## src/rtl/core/rope_pkg.sv

```systemverilog
// ----------------------------------------------------------------------------
// Rotary position embedding package
// Shared widths, register indexes, defaults and the result tag type.
// ----------------------------------------------------------------------------
package rope_pkg;

  // Default sizing handed to the top level parameters.
  localparam int MAX_DIM_DEF    = 128;
  localparam int DATA_WIDTH_DEF = 16;

  // Fixed widths of the configuration port and the result index.
  localparam int CFG_ADDR_W = 2;
  localparam int CFG_DATA_W = 8;
  localparam int IDX_W      = 7;

  // Configuration register indexes.
  typedef enum logic [CFG_ADDR_W-1:0] {
    REG_ROTARY_DIM  = 2'd0,
    REG_INTERLEAVED = 2'd1
  } cfg_reg_t;

  // Tag that travels with a rotated pair through the pipeline.
  typedef struct packed {
    logic [IDX_W-1:0] lo_index;
    logic [IDX_W-1:0] hi_index;
    logic             row_end;
  } pair_tag_t;

endpackage

```

## src/rtl/core/rope_seq.sv

```systemverilog
// ----------------------------------------------------------------------------
// Rotary position embedding sequencer
// Holds the configuration, counts the element position within a row and
// keeps the lower element of each pair in a small memory. Upper elements
// leave this stage together with their buffered lower partner.
// ----------------------------------------------------------------------------
module rope_seq #(
  parameter int MAX_DIM    = 128,
  parameter int DATA_WIDTH = 16
) (
  input  logic                              clk,
  input  logic                              rst_n,
  // Input channel
  input  logic                              in_valid,
  output logic                              in_ready,
  input  logic signed [DATA_WIDTH-1:0]      in_element_value,
  input  logic signed [DATA_WIDTH-1:0]      in_sine_value,
  input  logic signed [DATA_WIDTH-1:0]      in_cosine_value,
  // Configuration write channel
  input  logic                              cfg_valid,
  output logic                              cfg_ready,
  input  logic [rope_pkg::CFG_ADDR_W-1:0]   cfg_index,
  input  logic [rope_pkg::CFG_DATA_W-1:0]   cfg_data,
  // Pipeline advance and stage output
  input  logic                              adv,
  output logic                              s1_valid,
  output logic signed [DATA_WIDTH-1:0]      s1_upper,
  output logic signed [DATA_WIDTH-1:0]      s1_lower,
  output logic signed [DATA_WIDTH-1:0]      s1_sine,
  output logic signed [DATA_WIDTH-1:0]      s1_cosine,
  output rope_pkg::pair_tag_t               s1_tag
);
  import rope_pkg::*;

  localparam int HALF_MAX = MAX_DIM / 2;
  localparam int PW       = $clog2(MAX_DIM);
  localparam int DIM_W    = PW + 1;
  localparam int CMP_W    = (DIM_W > CFG_DATA_W) ? DIM_W : CFG_DATA_W;
  localparam int SW       = (HALF_MAX > 1) ? $clog2(HALF_MAX) : 1;

  logic [CFG_DATA_W-1:0]        rotary_dim_r;
  logic                         interleaved_r;
  logic [PW-1:0]                position_r;
  logic [PW-1:0]                position_nxt;

  logic                         s1_valid_r;
  logic signed [DATA_WIDTH-1:0] upper_r;
  logic signed [DATA_WIDTH-1:0] lower_r;
  logic signed [DATA_WIDTH-1:0] sine_r;
  logic signed [DATA_WIDTH-1:0] cosine_r;
  pair_tag_t                    tag_r;

  logic [DATA_WIDTH-1:0]        pair_mem [HALF_MAX];

  logic [CMP_W-1:0]             dim_c;
  logic [CMP_W-1:0]             dim_cap;
  logic [DIM_W-1:0]             dim;
  logic [DIM_W-1:0]             half;
  logic [DIM_W-1:0]             pos_ext;
  logic [DIM_W-1:0]             pos_inc;
  logic [PW-1:0]                pos;
  logic [PW-1:0]                slot_w;
  logic [PW-1:0]                lo_pos;
  logic [SW-1:0]                slot;
  logic                         is_upper;
  logic                         row_last;
  logic [PW+IDX_W-1:0]          pos_wide;
  logic [PW+IDX_W-1:0]          lo_wide;
  logic                         acc;
  logic                         cfg_wr;

  assign in_ready  = adv;
  assign cfg_ready = 1'b1;
  assign acc       = in_valid && adv;
  assign cfg_wr    = cfg_valid && cfg_ready;

  // Effective row length: even, at least two, at most MAX_DIM rounded down to even.
  always_comb begin
    dim_cap = CMP_W'(MAX_DIM) & ~CMP_W'(1);
    dim_c   = CMP_W'({rotary_dim_r[CFG_DATA_W-1:1], 1'b0});
    if (dim_c < CMP_W'(2)) begin
      dim_c = CMP_W'(2);
    end
    if (dim_c > dim_cap) begin
      dim_c = dim_cap;
    end
    dim  = DIM_W'(dim_c);
    half = dim >> 1;
  end

  // Pair role, buffer slot and partner index for the current position.
  always_comb begin
    pos_ext = DIM_W'(position_r);
    if (pos_ext >= dim) begin
      pos_ext = '0;
    end
    pos = pos_ext[PW-1:0];
    if (interleaved_r) begin
      is_upper = pos[0];
      slot_w   = pos >> 1;
      lo_pos   = pos - PW'(1);
    end else begin
      is_upper = (pos_ext >= half);
      slot_w   = is_upper ? PW'(pos_ext - half) : pos;
      lo_pos   = slot_w;
    end
    slot     = slot_w[SW-1:0];
    pos_inc  = pos_ext + DIM_W'(1);
    row_last = (pos_inc == dim);
    position_nxt = row_last ? '0 : pos_inc[PW-1:0];
    pos_wide = {{IDX_W{1'b0}}, pos};
    lo_wide  = {{IDX_W{1'b0}}, lo_pos};
  end

  // Configuration registers and row position; any register write restarts the row.
  always_ff @(posedge clk) begin
    if (!rst_n) begin
      rotary_dim_r  <= CFG_DATA_W'(64);
      interleaved_r <= 1'b0;
      position_r    <= '0;
      s1_valid_r    <= 1'b0;
    end else begin
      if (cfg_wr) begin
        case (cfg_reg_t'(cfg_index))
          REG_ROTARY_DIM: begin
            rotary_dim_r <= cfg_data;
            position_r   <= '0;
          end
          REG_INTERLEAVED: begin
            interleaved_r <= cfg_data[0];
            position_r    <= '0;
          end
          default: begin
          end
        endcase
      end else if (acc) begin
        position_r <= position_nxt;
      end
      if (adv) begin
        s1_valid_r <= acc && is_upper;
      end
    end
  end

  // Pair memory: a lower element is written, an upper element reads its partner.
  always_ff @(posedge clk) begin
    if (acc) begin
      if (!is_upper) begin
        pair_mem[slot] <= in_element_value;
      end else begin
        lower_r <= pair_mem[slot];
      end
    end
  end

  // Upper element payload and result tag.
  always_ff @(posedge clk) begin
    if (acc) begin
      upper_r          <= in_element_value;
      sine_r           <= in_sine_value;
      cosine_r         <= in_cosine_value;
      tag_r.lo_index   <= lo_wide[IDX_W-1:0];
      tag_r.hi_index   <= pos_wide[IDX_W-1:0];
      tag_r.row_end    <= row_last;
    end
  end

  assign s1_valid  = s1_valid_r;
  assign s1_upper  = upper_r;
  assign s1_lower  = lower_r;
  assign s1_sine   = sine_r;
  assign s1_cosine = cosine_r;
  assign s1_tag    = tag_r;

endmodule

```

## src/rtl/core/rope_mul.sv

```systemverilog
// ----------------------------------------------------------------------------
// Rotary position embedding product stage
// Forms the four exact products of a pair with its sine and cosine and
// registers them.
// ----------------------------------------------------------------------------
module rope_mul #(
  parameter int DATA_WIDTH = 16
) (
  input  logic                              clk,
  input  logic                              rst_n,
  input  logic                              adv,
  input  logic                              s1_valid,
  input  logic signed [DATA_WIDTH-1:0]      s1_upper,
  input  logic signed [DATA_WIDTH-1:0]      s1_lower,
  input  logic signed [DATA_WIDTH-1:0]      s1_sine,
  input  logic signed [DATA_WIDTH-1:0]      s1_cosine,
  input  rope_pkg::pair_tag_t               s1_tag,
  output logic                              s2_valid,
  output logic signed [2*DATA_WIDTH-1:0]    s2_lc,
  output logic signed [2*DATA_WIDTH-1:0]    s2_us,
  output logic signed [2*DATA_WIDTH-1:0]    s2_uc,
  output logic signed [2*DATA_WIDTH-1:0]    s2_ls,
  output rope_pkg::pair_tag_t               s2_tag
);
  import rope_pkg::*;

  localparam int PROD_W = 2 * DATA_WIDTH;

  logic                     s2_valid_r;
  logic signed [PROD_W-1:0] lc_r;
  logic signed [PROD_W-1:0] us_r;
  logic signed [PROD_W-1:0] uc_r;
  logic signed [PROD_W-1:0] ls_r;
  pair_tag_t                tag_r;

  // Stage valid.
  always_ff @(posedge clk) begin
    if (!rst_n) begin
      s2_valid_r <= 1'b0;
    end else if (adv) begin
      s2_valid_r <= s1_valid;
    end
  end

  // Four parallel products.
  always_ff @(posedge clk) begin
    if (adv && s1_valid) begin
      lc_r  <= PROD_W'(s1_lower) * PROD_W'(s1_cosine);
      us_r  <= PROD_W'(s1_upper) * PROD_W'(s1_sine);
      uc_r  <= PROD_W'(s1_upper) * PROD_W'(s1_cosine);
      ls_r  <= PROD_W'(s1_lower) * PROD_W'(s1_sine);
      tag_r <= s1_tag;
    end
  end

  assign s2_valid = s2_valid_r;
  assign s2_lc    = lc_r;
  assign s2_us    = us_r;
  assign s2_uc    = uc_r;
  assign s2_ls    = ls_r;
  assign s2_tag   = tag_r;

endmodule

```

## src/rtl/core/rope_out.sv

```systemverilog
// ----------------------------------------------------------------------------
// Rotary position embedding output stage
// Sums the products, rounds half up and saturates, then hands out the two
// rotated elements of a pair one transaction at a time.
// ----------------------------------------------------------------------------
module rope_out #(
  parameter int DATA_WIDTH = 16
) (
  input  logic                              clk,
  input  logic                              rst_n,
  input  logic                              s2_valid,
  input  logic signed [2*DATA_WIDTH-1:0]    s2_lc,
  input  logic signed [2*DATA_WIDTH-1:0]    s2_us,
  input  logic signed [2*DATA_WIDTH-1:0]    s2_uc,
  input  logic signed [2*DATA_WIDTH-1:0]    s2_ls,
  input  rope_pkg::pair_tag_t               s2_tag,
  output logic                              free,
  output logic                              out_valid,
  input  logic                              out_ready,
  output logic [rope_pkg::IDX_W-1:0]        out_index,
  output logic signed [DATA_WIDTH-1:0]      out_value,
  output logic                              out_last_of_item,
  output logic                              out_row_end
);
  import rope_pkg::*;

  localparam int SUM_W = 2 * DATA_WIDTH + 1;
  localparam logic signed [SUM_W-1:0] RND = SUM_W'(1) <<< (DATA_WIDTH - 2);

  logic                         valid_r;
  logic                         second_r;
  logic signed [DATA_WIDTH-1:0] r0_r;
  logic signed [DATA_WIDTH-1:0] r1_r;
  pair_tag_t                    tag_r;

  logic signed [SUM_W-1:0]      sum0;
  logic signed [SUM_W-1:0]      sum1;
  logic signed [DATA_WIDTH-1:0] r0;
  logic signed [DATA_WIDTH-1:0] r1;
  logic                         load;

  // Round half up, drop the fraction bits and clamp to the data range.
  function automatic logic signed [DATA_WIDTH-1:0] round_sat(
    input logic signed [SUM_W-1:0] s
  );
    logic signed [SUM_W-1:0] q;
    q = (s + RND) >>> (DATA_WIDTH - 1);
    if (q[SUM_W-1:DATA_WIDTH-1] == {(SUM_W-DATA_WIDTH+1){q[DATA_WIDTH-1]}}) begin
      round_sat = q[DATA_WIDTH-1:0];
    end else if (q[SUM_W-1]) begin
      round_sat = {1'b1, {(DATA_WIDTH-1){1'b0}}};
    end else begin
      round_sat = {1'b0, {(DATA_WIDTH-1){1'b1}}};
    end
  endfunction

  // Rotation sums: lower' = l*c - u*s, upper' = u*c + l*s.
  always_comb begin
    sum0 = SUM_W'(s2_lc) - SUM_W'(s2_us);
    sum1 = SUM_W'(s2_uc) + SUM_W'(s2_ls);
    r0   = round_sat(sum0);
    r1   = round_sat(sum1);
  end

  // The pair register takes a new pair when empty or when its last result leaves.
  assign free = !valid_r || (second_r && out_ready);
  assign load = s2_valid && free;

  always_ff @(posedge clk) begin
    if (!rst_n) begin
      valid_r  <= 1'b0;
      second_r <= 1'b0;
    end else if (load) begin
      valid_r  <= 1'b1;
      second_r <= 1'b0;
    end else if (valid_r && out_ready) begin
      if (second_r) begin
        valid_r  <= 1'b0;
        second_r <= 1'b0;
      end else begin
        second_r <= 1'b1;
      end
    end
  end

  // Result payload.
  always_ff @(posedge clk) begin
    if (load) begin
      r0_r  <= r0;
      r1_r  <= r1;
      tag_r <= s2_tag;
    end
  end

  assign out_valid        = valid_r;
  assign out_index        = second_r ? tag_r.hi_index : tag_r.lo_index;
  assign out_value        = second_r ? r1_r : r0_r;
  assign out_last_of_item = second_r;
  assign out_row_end      = tag_r.row_end;

endmodule

```

## src/rtl/core/rotary_position_embedding_core.sv

```systemverilog
// ----------------------------------------------------------------------------
// Rotary position embedding core
// Streams row elements in, rotates each element pair by its sine and cosine
// and streams the rotated elements out with their row positions.
// ----------------------------------------------------------------------------
// The core accepts one element per clock cycle unless stalled. An element
// that opens a pair is kept in the pair memory and gives no result; one that
// closes a pair reads its partner back and, via the sequencer, product and
// output pair registers, yields two results, lower first, on the single
// output port. That port moves one result per cycle while out_ready is high,
// so interleaved rows run at one element per cycle, while in half mode the
// second half of a row is held back. The pair memory sees one write or read
// per accepted element. Any register write restarts the row at position zero.
module rotary_position_embedding_core #(
  parameter int MAX_DIM    = rope_pkg::MAX_DIM_DEF,
  parameter int DATA_WIDTH = rope_pkg::DATA_WIDTH_DEF
) (
  input  logic                              clk,
  input  logic                              rst_n,
  // Input channel
  input  logic                              in_valid,
  output logic                              in_ready,
  input  logic signed [DATA_WIDTH-1:0]      in_element_value,
  input  logic signed [DATA_WIDTH-1:0]      in_sine_value,
  input  logic signed [DATA_WIDTH-1:0]      in_cosine_value,
  // Result channel
  output logic                              out_valid,
  input  logic                              out_ready,
  output logic [rope_pkg::IDX_W-1:0]        out_index,
  output logic signed [DATA_WIDTH-1:0]      out_value,
  output logic                              out_last_of_item,
  output logic                              out_row_end,
  // Configuration write channel
  input  logic                              cfg_valid,
  output logic                              cfg_ready,
  input  logic [rope_pkg::CFG_ADDR_W-1:0]   cfg_index,
  input  logic [rope_pkg::CFG_DATA_W-1:0]   cfg_data
);
  import rope_pkg::*;

  logic                           adv;
  logic                           free;
  logic                           s1_valid;
  logic signed [DATA_WIDTH-1:0]   s1_upper;
  logic signed [DATA_WIDTH-1:0]   s1_lower;
  logic signed [DATA_WIDTH-1:0]   s1_sine;
  logic signed [DATA_WIDTH-1:0]   s1_cosine;
  pair_tag_t                      s1_tag;
  logic                           s2_valid;
  logic signed [2*DATA_WIDTH-1:0] s2_lc;
  logic signed [2*DATA_WIDTH-1:0] s2_us;
  logic signed [2*DATA_WIDTH-1:0] s2_uc;
  logic signed [2*DATA_WIDTH-1:0] s2_ls;
  pair_tag_t                      s2_tag;

  // The pipeline moves unless a finished pair waits for the output register.
  assign adv = !s2_valid || free;

  rope_seq #(
    .MAX_DIM    (MAX_DIM),
    .DATA_WIDTH (DATA_WIDTH)
  ) u_seq (
    .clk              (clk),
    .rst_n            (rst_n),
    .in_valid         (in_valid),
    .in_ready         (in_ready),
    .in_element_value (in_element_value),
    .in_sine_value    (in_sine_value),
    .in_cosine_value  (in_cosine_value),
    .cfg_valid        (cfg_valid),
    .cfg_ready        (cfg_ready),
    .cfg_index        (cfg_index),
    .cfg_data         (cfg_data),
    .adv              (adv),
    .s1_valid         (s1_valid),
    .s1_upper         (s1_upper),
    .s1_lower         (s1_lower),
    .s1_sine          (s1_sine),
    .s1_cosine        (s1_cosine),
    .s1_tag           (s1_tag)
  );

  rope_mul #(
    .DATA_WIDTH (DATA_WIDTH)
  ) u_mul (
    .clk       (clk),
    .rst_n     (rst_n),
    .adv       (adv),
    .s1_valid  (s1_valid),
    .s1_upper  (s1_upper),
    .s1_lower  (s1_lower),
    .s1_sine   (s1_sine),
    .s1_cosine (s1_cosine),
    .s1_tag    (s1_tag),
    .s2_valid  (s2_valid),
    .s2_lc     (s2_lc),
    .s2_us     (s2_us),
    .s2_uc     (s2_uc),
    .s2_ls     (s2_ls),
    .s2_tag    (s2_tag)
  );

  rope_out #(
    .DATA_WIDTH (DATA_WIDTH)
  ) u_out (
    .clk              (clk),
    .rst_n            (rst_n),
    .s2_valid         (s2_valid),
    .s2_lc            (s2_lc),
    .s2_us            (s2_us),
    .s2_uc            (s2_uc),
    .s2_ls            (s2_ls),
    .s2_tag           (s2_tag),
    .free             (free),
    .out_valid        (out_valid),
    .out_ready        (out_ready),
    .out_index        (out_index),
    .out_value        (out_value),
    .out_last_of_item (out_last_of_item),
    .out_row_end      (out_row_end)
  );

endmodule

```

## config.mk

```make
export PLATFORM = sky130hd
export DESIGN_NAME = rotary_position_embedding_core
export DESIGN_NICKNAME = d
export VERILOG_FILES = /design/src/rtl/core/rope_pkg.sv /design/src/rtl/core/rope_seq.sv /design/src/rtl/core/rope_mul.sv /design/src/rtl/core/rope_out.sv /design/src/rtl/core/rotary_position_embedding_core.sv
export SDC_FILE = /design/constraint.sdc
export NUM_CORES = 2
export LEC_CHECK = 0
export ABC_AREA = 1
export BUFFER_PORTS_ARGS = -buffer_cell sky130_fd_sc_hd__buf_2
export CAP_MARGIN = 0
export CELL_PAD_IN_SITES_DETAIL_PLACEMENT = 1
export CELL_PAD_IN_SITES_GLOBAL_PLACEMENT = 1
export CORE_MARGIN = 5
export CORE_UTILIZATION = 55
export DETAILED_ROUTE_END_ITERATION = 6
export PLACE_DENSITY = 0.88
export SLEW_MARGIN = 15
export SYNTH_ARGS = -nofsm -noshare
export SYNTH_HDL_FRONTEND = slang
export SYNTH_SLANG_ARGS = --single-unit
```

## constraint.sdc

```tcl
create_clock -name clk -period 12.7 [get_ports clk]
set_clock_uncertainty 0.15 [all_clocks]
set_input_delay 1.27 -clock clk [delete_from_list [all_inputs] [get_ports clk]]
set_output_delay 1.27 -clock clk [all_outputs]
set_load 0.01 [all_outputs]
```

==> impl_metrics.json <==
{
  "syn_to_final_growth_pct": 7.82,
  "nets": 11900,
  "async_flop_share_pct": 0,
  "hold_class": "flip-flop to flip-flop",
  "clkSinkCount": 1312,
  "io_buffer_count": 89,
  "fp.dieH_um": 430,
  "grt_usage_pct": 36.7,
  "synth.area.top_cells": "edfxtp_1, fa_1, nand2_1",
  "mappedNetlistNets": 11900,
  "hold_viol": 0,
  "synth_most_common_cell": "nand2_1",
  "wl_per_cell_um": 26.7,
  "post_cts.repair.setup_buffers": 0,
  "clock_tree.root_cell": "clkbuf_16",
  "crit_type": "flip-flop to flip-flop",
  "grt_max_degree": 154,
  "cp.required_ns": 13.03,
  "antenna_found_initial": 6,
  "relSlewSlack_pct": 10.8,
  "yosys_warnings": 0,
  "post-route-period-util_pct": 65.4,
  "cts_tree": "done",
  "first_iter_violations": 7313,
  "violations": "design-rule violations",
  "wl_um": 340000,
  "synth_commonest_cells": "nand2_1, inv_1, edfxtp_1, fa_1, nand3_1",
  "crit_chain": "buf_4 > nand2_1 > fa_1 > inv_1 > fa_1 > inv_1 > fa_1 > fa_1 > inv_1 > fa_1 > inv_1 > fa_1 > inv_1 > ha_1 > a21oi_1 > o211ai_1 > a21oi_1 > o21ai_0 > nand2_1 > nand2_1 > a21oi_1 > xnor2_1",
  "crit_top_cell": "fa_1",
  "synth-edff-count": 1293,
  "core_mm2": 0.176,
  "clock_latency_ns": 0.83,
  "grt-ovfl-total": 0,
  "finalSetupTns_ns": 0,
  "drt.antenna.violating_nets": 0,
  "drive_above_1_share_pct": 5.12,
  "grt_pass1_vias": 86300,
  "synth_cell_types": 56,
  "place_ws_ns": 4.69,
  "netlist.area_leader.share_pct": 39.9,
  "ctsResizeCount": 0,
  "synth.avg_cell_area_um2": 9.38,
  "cpPeakStageDelay_ns": 1.23,
  "num_rows": 154,
  "yosys.area.top_type": "edfxtp_1",
  "worst_pin_slew_ns": 1.33,
  "postCtsHoldBufs": 0,
  "syn_inst": 10400,
  "finalSetupViolCount": 0,
  "grt_pass1_wl_um": 515000,
  "drt-pass1-iter-count": 7,
  "die_w_um": 430,
  "end_kind": "flip-flop",
  "critical_path.max_fanout": 16,
  "ys_seq_elements": 1312,
  "cts_buffer_depth": 3,
  "dieArea_mm2": 0.185,
  "max-cap-violations": 0,
  "clkTransAtPathRegs_ns": 0.06,
  "dp_hpwl_um": 225000,
  "crit_family": "adder cells",
  "initial_core_util_pct": 55.3,
  "ys_seq_area_share_pct": 40.3,
  "vias": 76000,
  "timing.critical_path.buf_inv": 6,
  "setup_ws_ns": 4.40,
  "htreeDepth": 4,
  "worstPathArrival_ns": 8.63,
  "synth_flop_cell": "edfxtp_1",
  "ioPinCount": 91,
  "crit_path_start_kind": "flip-flop",
  "fin_crit_ns": 8.30,
  "fmax_ghz": 0.120,
  "drv_slew": 0,
  "rsz0062_at_grt": "false",
  "status": "finished with violations",
  "viasPerCell": 5.96,
  "netlist_area_mm2": 0.0972,
  "cp_slowest_cell": "edfxtp_1",
  "cts_made_buffers": 147,
  "route.detailed.drc": 1,
  "globalplace.congestion": 0.904
}
layout make-up:
cell class	instances	area (µm²)
fill	19500	71100
multi-input combinational	6835	49600
sequential	1312	39200
inverter	1753	6600
clock buffer	186	3880
tap	2340	2930
timing repair buffer	257	1750
clock inverter	81	885
antenna	5	12.5
sequential cells by signal, summed over array words and instances (netlist names), 7 cells and up:
| register | flops |
|---|---|
| u_seq.s1_upper | 16 |
| u_out.r1_r | 16 |
| u_out.r0_r | 16 |
| u_seq.s1_lower | 16 |
| u_seq.s1_sine | 16 |
| u_seq.s1_cosine | 16 |
| u_mul.s2_us | 32 |
| u_out.tag_r | 14 |
| u_mul.s2_ls | 32 |
| u_seq.s1_tag | 15 |
| u_seq.pair_mem | 1024 |
| u_seq.position_r | 7 |
| u_mul.s2_uc | 32 |
| u_mul.s2_lc | 32 |
| u_mul.s2_tag | 15 |
| u_seq.rotary_dim_r | 7 |
routing by layer:
layer  share of wire (%)  wire length [µm]  up-vias  track usage (%)
met1                  33            114000    38600             41.2
met3                 7.7             26100     1519             6.22
met2                  48            164000     4090             60.8
li1                    -                 -    31800                -
met4                  11             36600        2             31.9
met5              0.0038                13        -                0
final timing paths:
kind / from / end / depth (start not counted) / slack, ns
setup / recovery: u_seq.s1_lower[8] / u_mul.s2_lc[26] / 22 / 4.40
hold / removal: u_mul.s2_tag[6] / u_out.tag_r[6] / 0 / 0.27
setup reg to reg: u_seq.s1_lower[8] / u_mul.s2_lc[26] / 22 / 4.40
hold reg to reg: u_mul.s2_tag[6] / u_out.tag_r[6] / 0 / 0.27
placed cells by master, fill, tap and decap left out, drive strengths merged, types with 72 or more instances in the layout:
cell    netlist  final
a21oi       218    218
buf         188    257
clkbuf      272    186
edfxtp     1293   1293
fa         1049   1049
ha          464    464
inv        1752   1757
nand2      3911   3911
nand3       514    514
nor2        217    217
o21ai       117    117
xnor2        72     72
xor2        125    125
stage by stage:
step	hold slack (ns)	instance area (µm²)	instances	util [%]
final	0.267	105000	12800	59.6
after global routing	0.272	105000	12800	59.6
after CTS	0.270	105000	12800	59.6
after detailed placement	0.256	100000	12500	56.9
after global placement	0.254	100000	12500	56.9
after floorplan	0.250	97200	10400	-
cells by family after synthesis:
family	after synthesis	share of synthesized area (%)
and+or+nand+nor	4696	19.0
AOI/OAI and AO/OA	428	2.49
buffers and inverters	2213	8.80
adders and majority gates	1513	27.6
other	1	0.00386
xor gates and xnor gates	197	1.77
DFF	1312	40.3
Power is not shown: default switching activity piles up to over one toggle a cycle in this logic, so the estimate is an artifact.
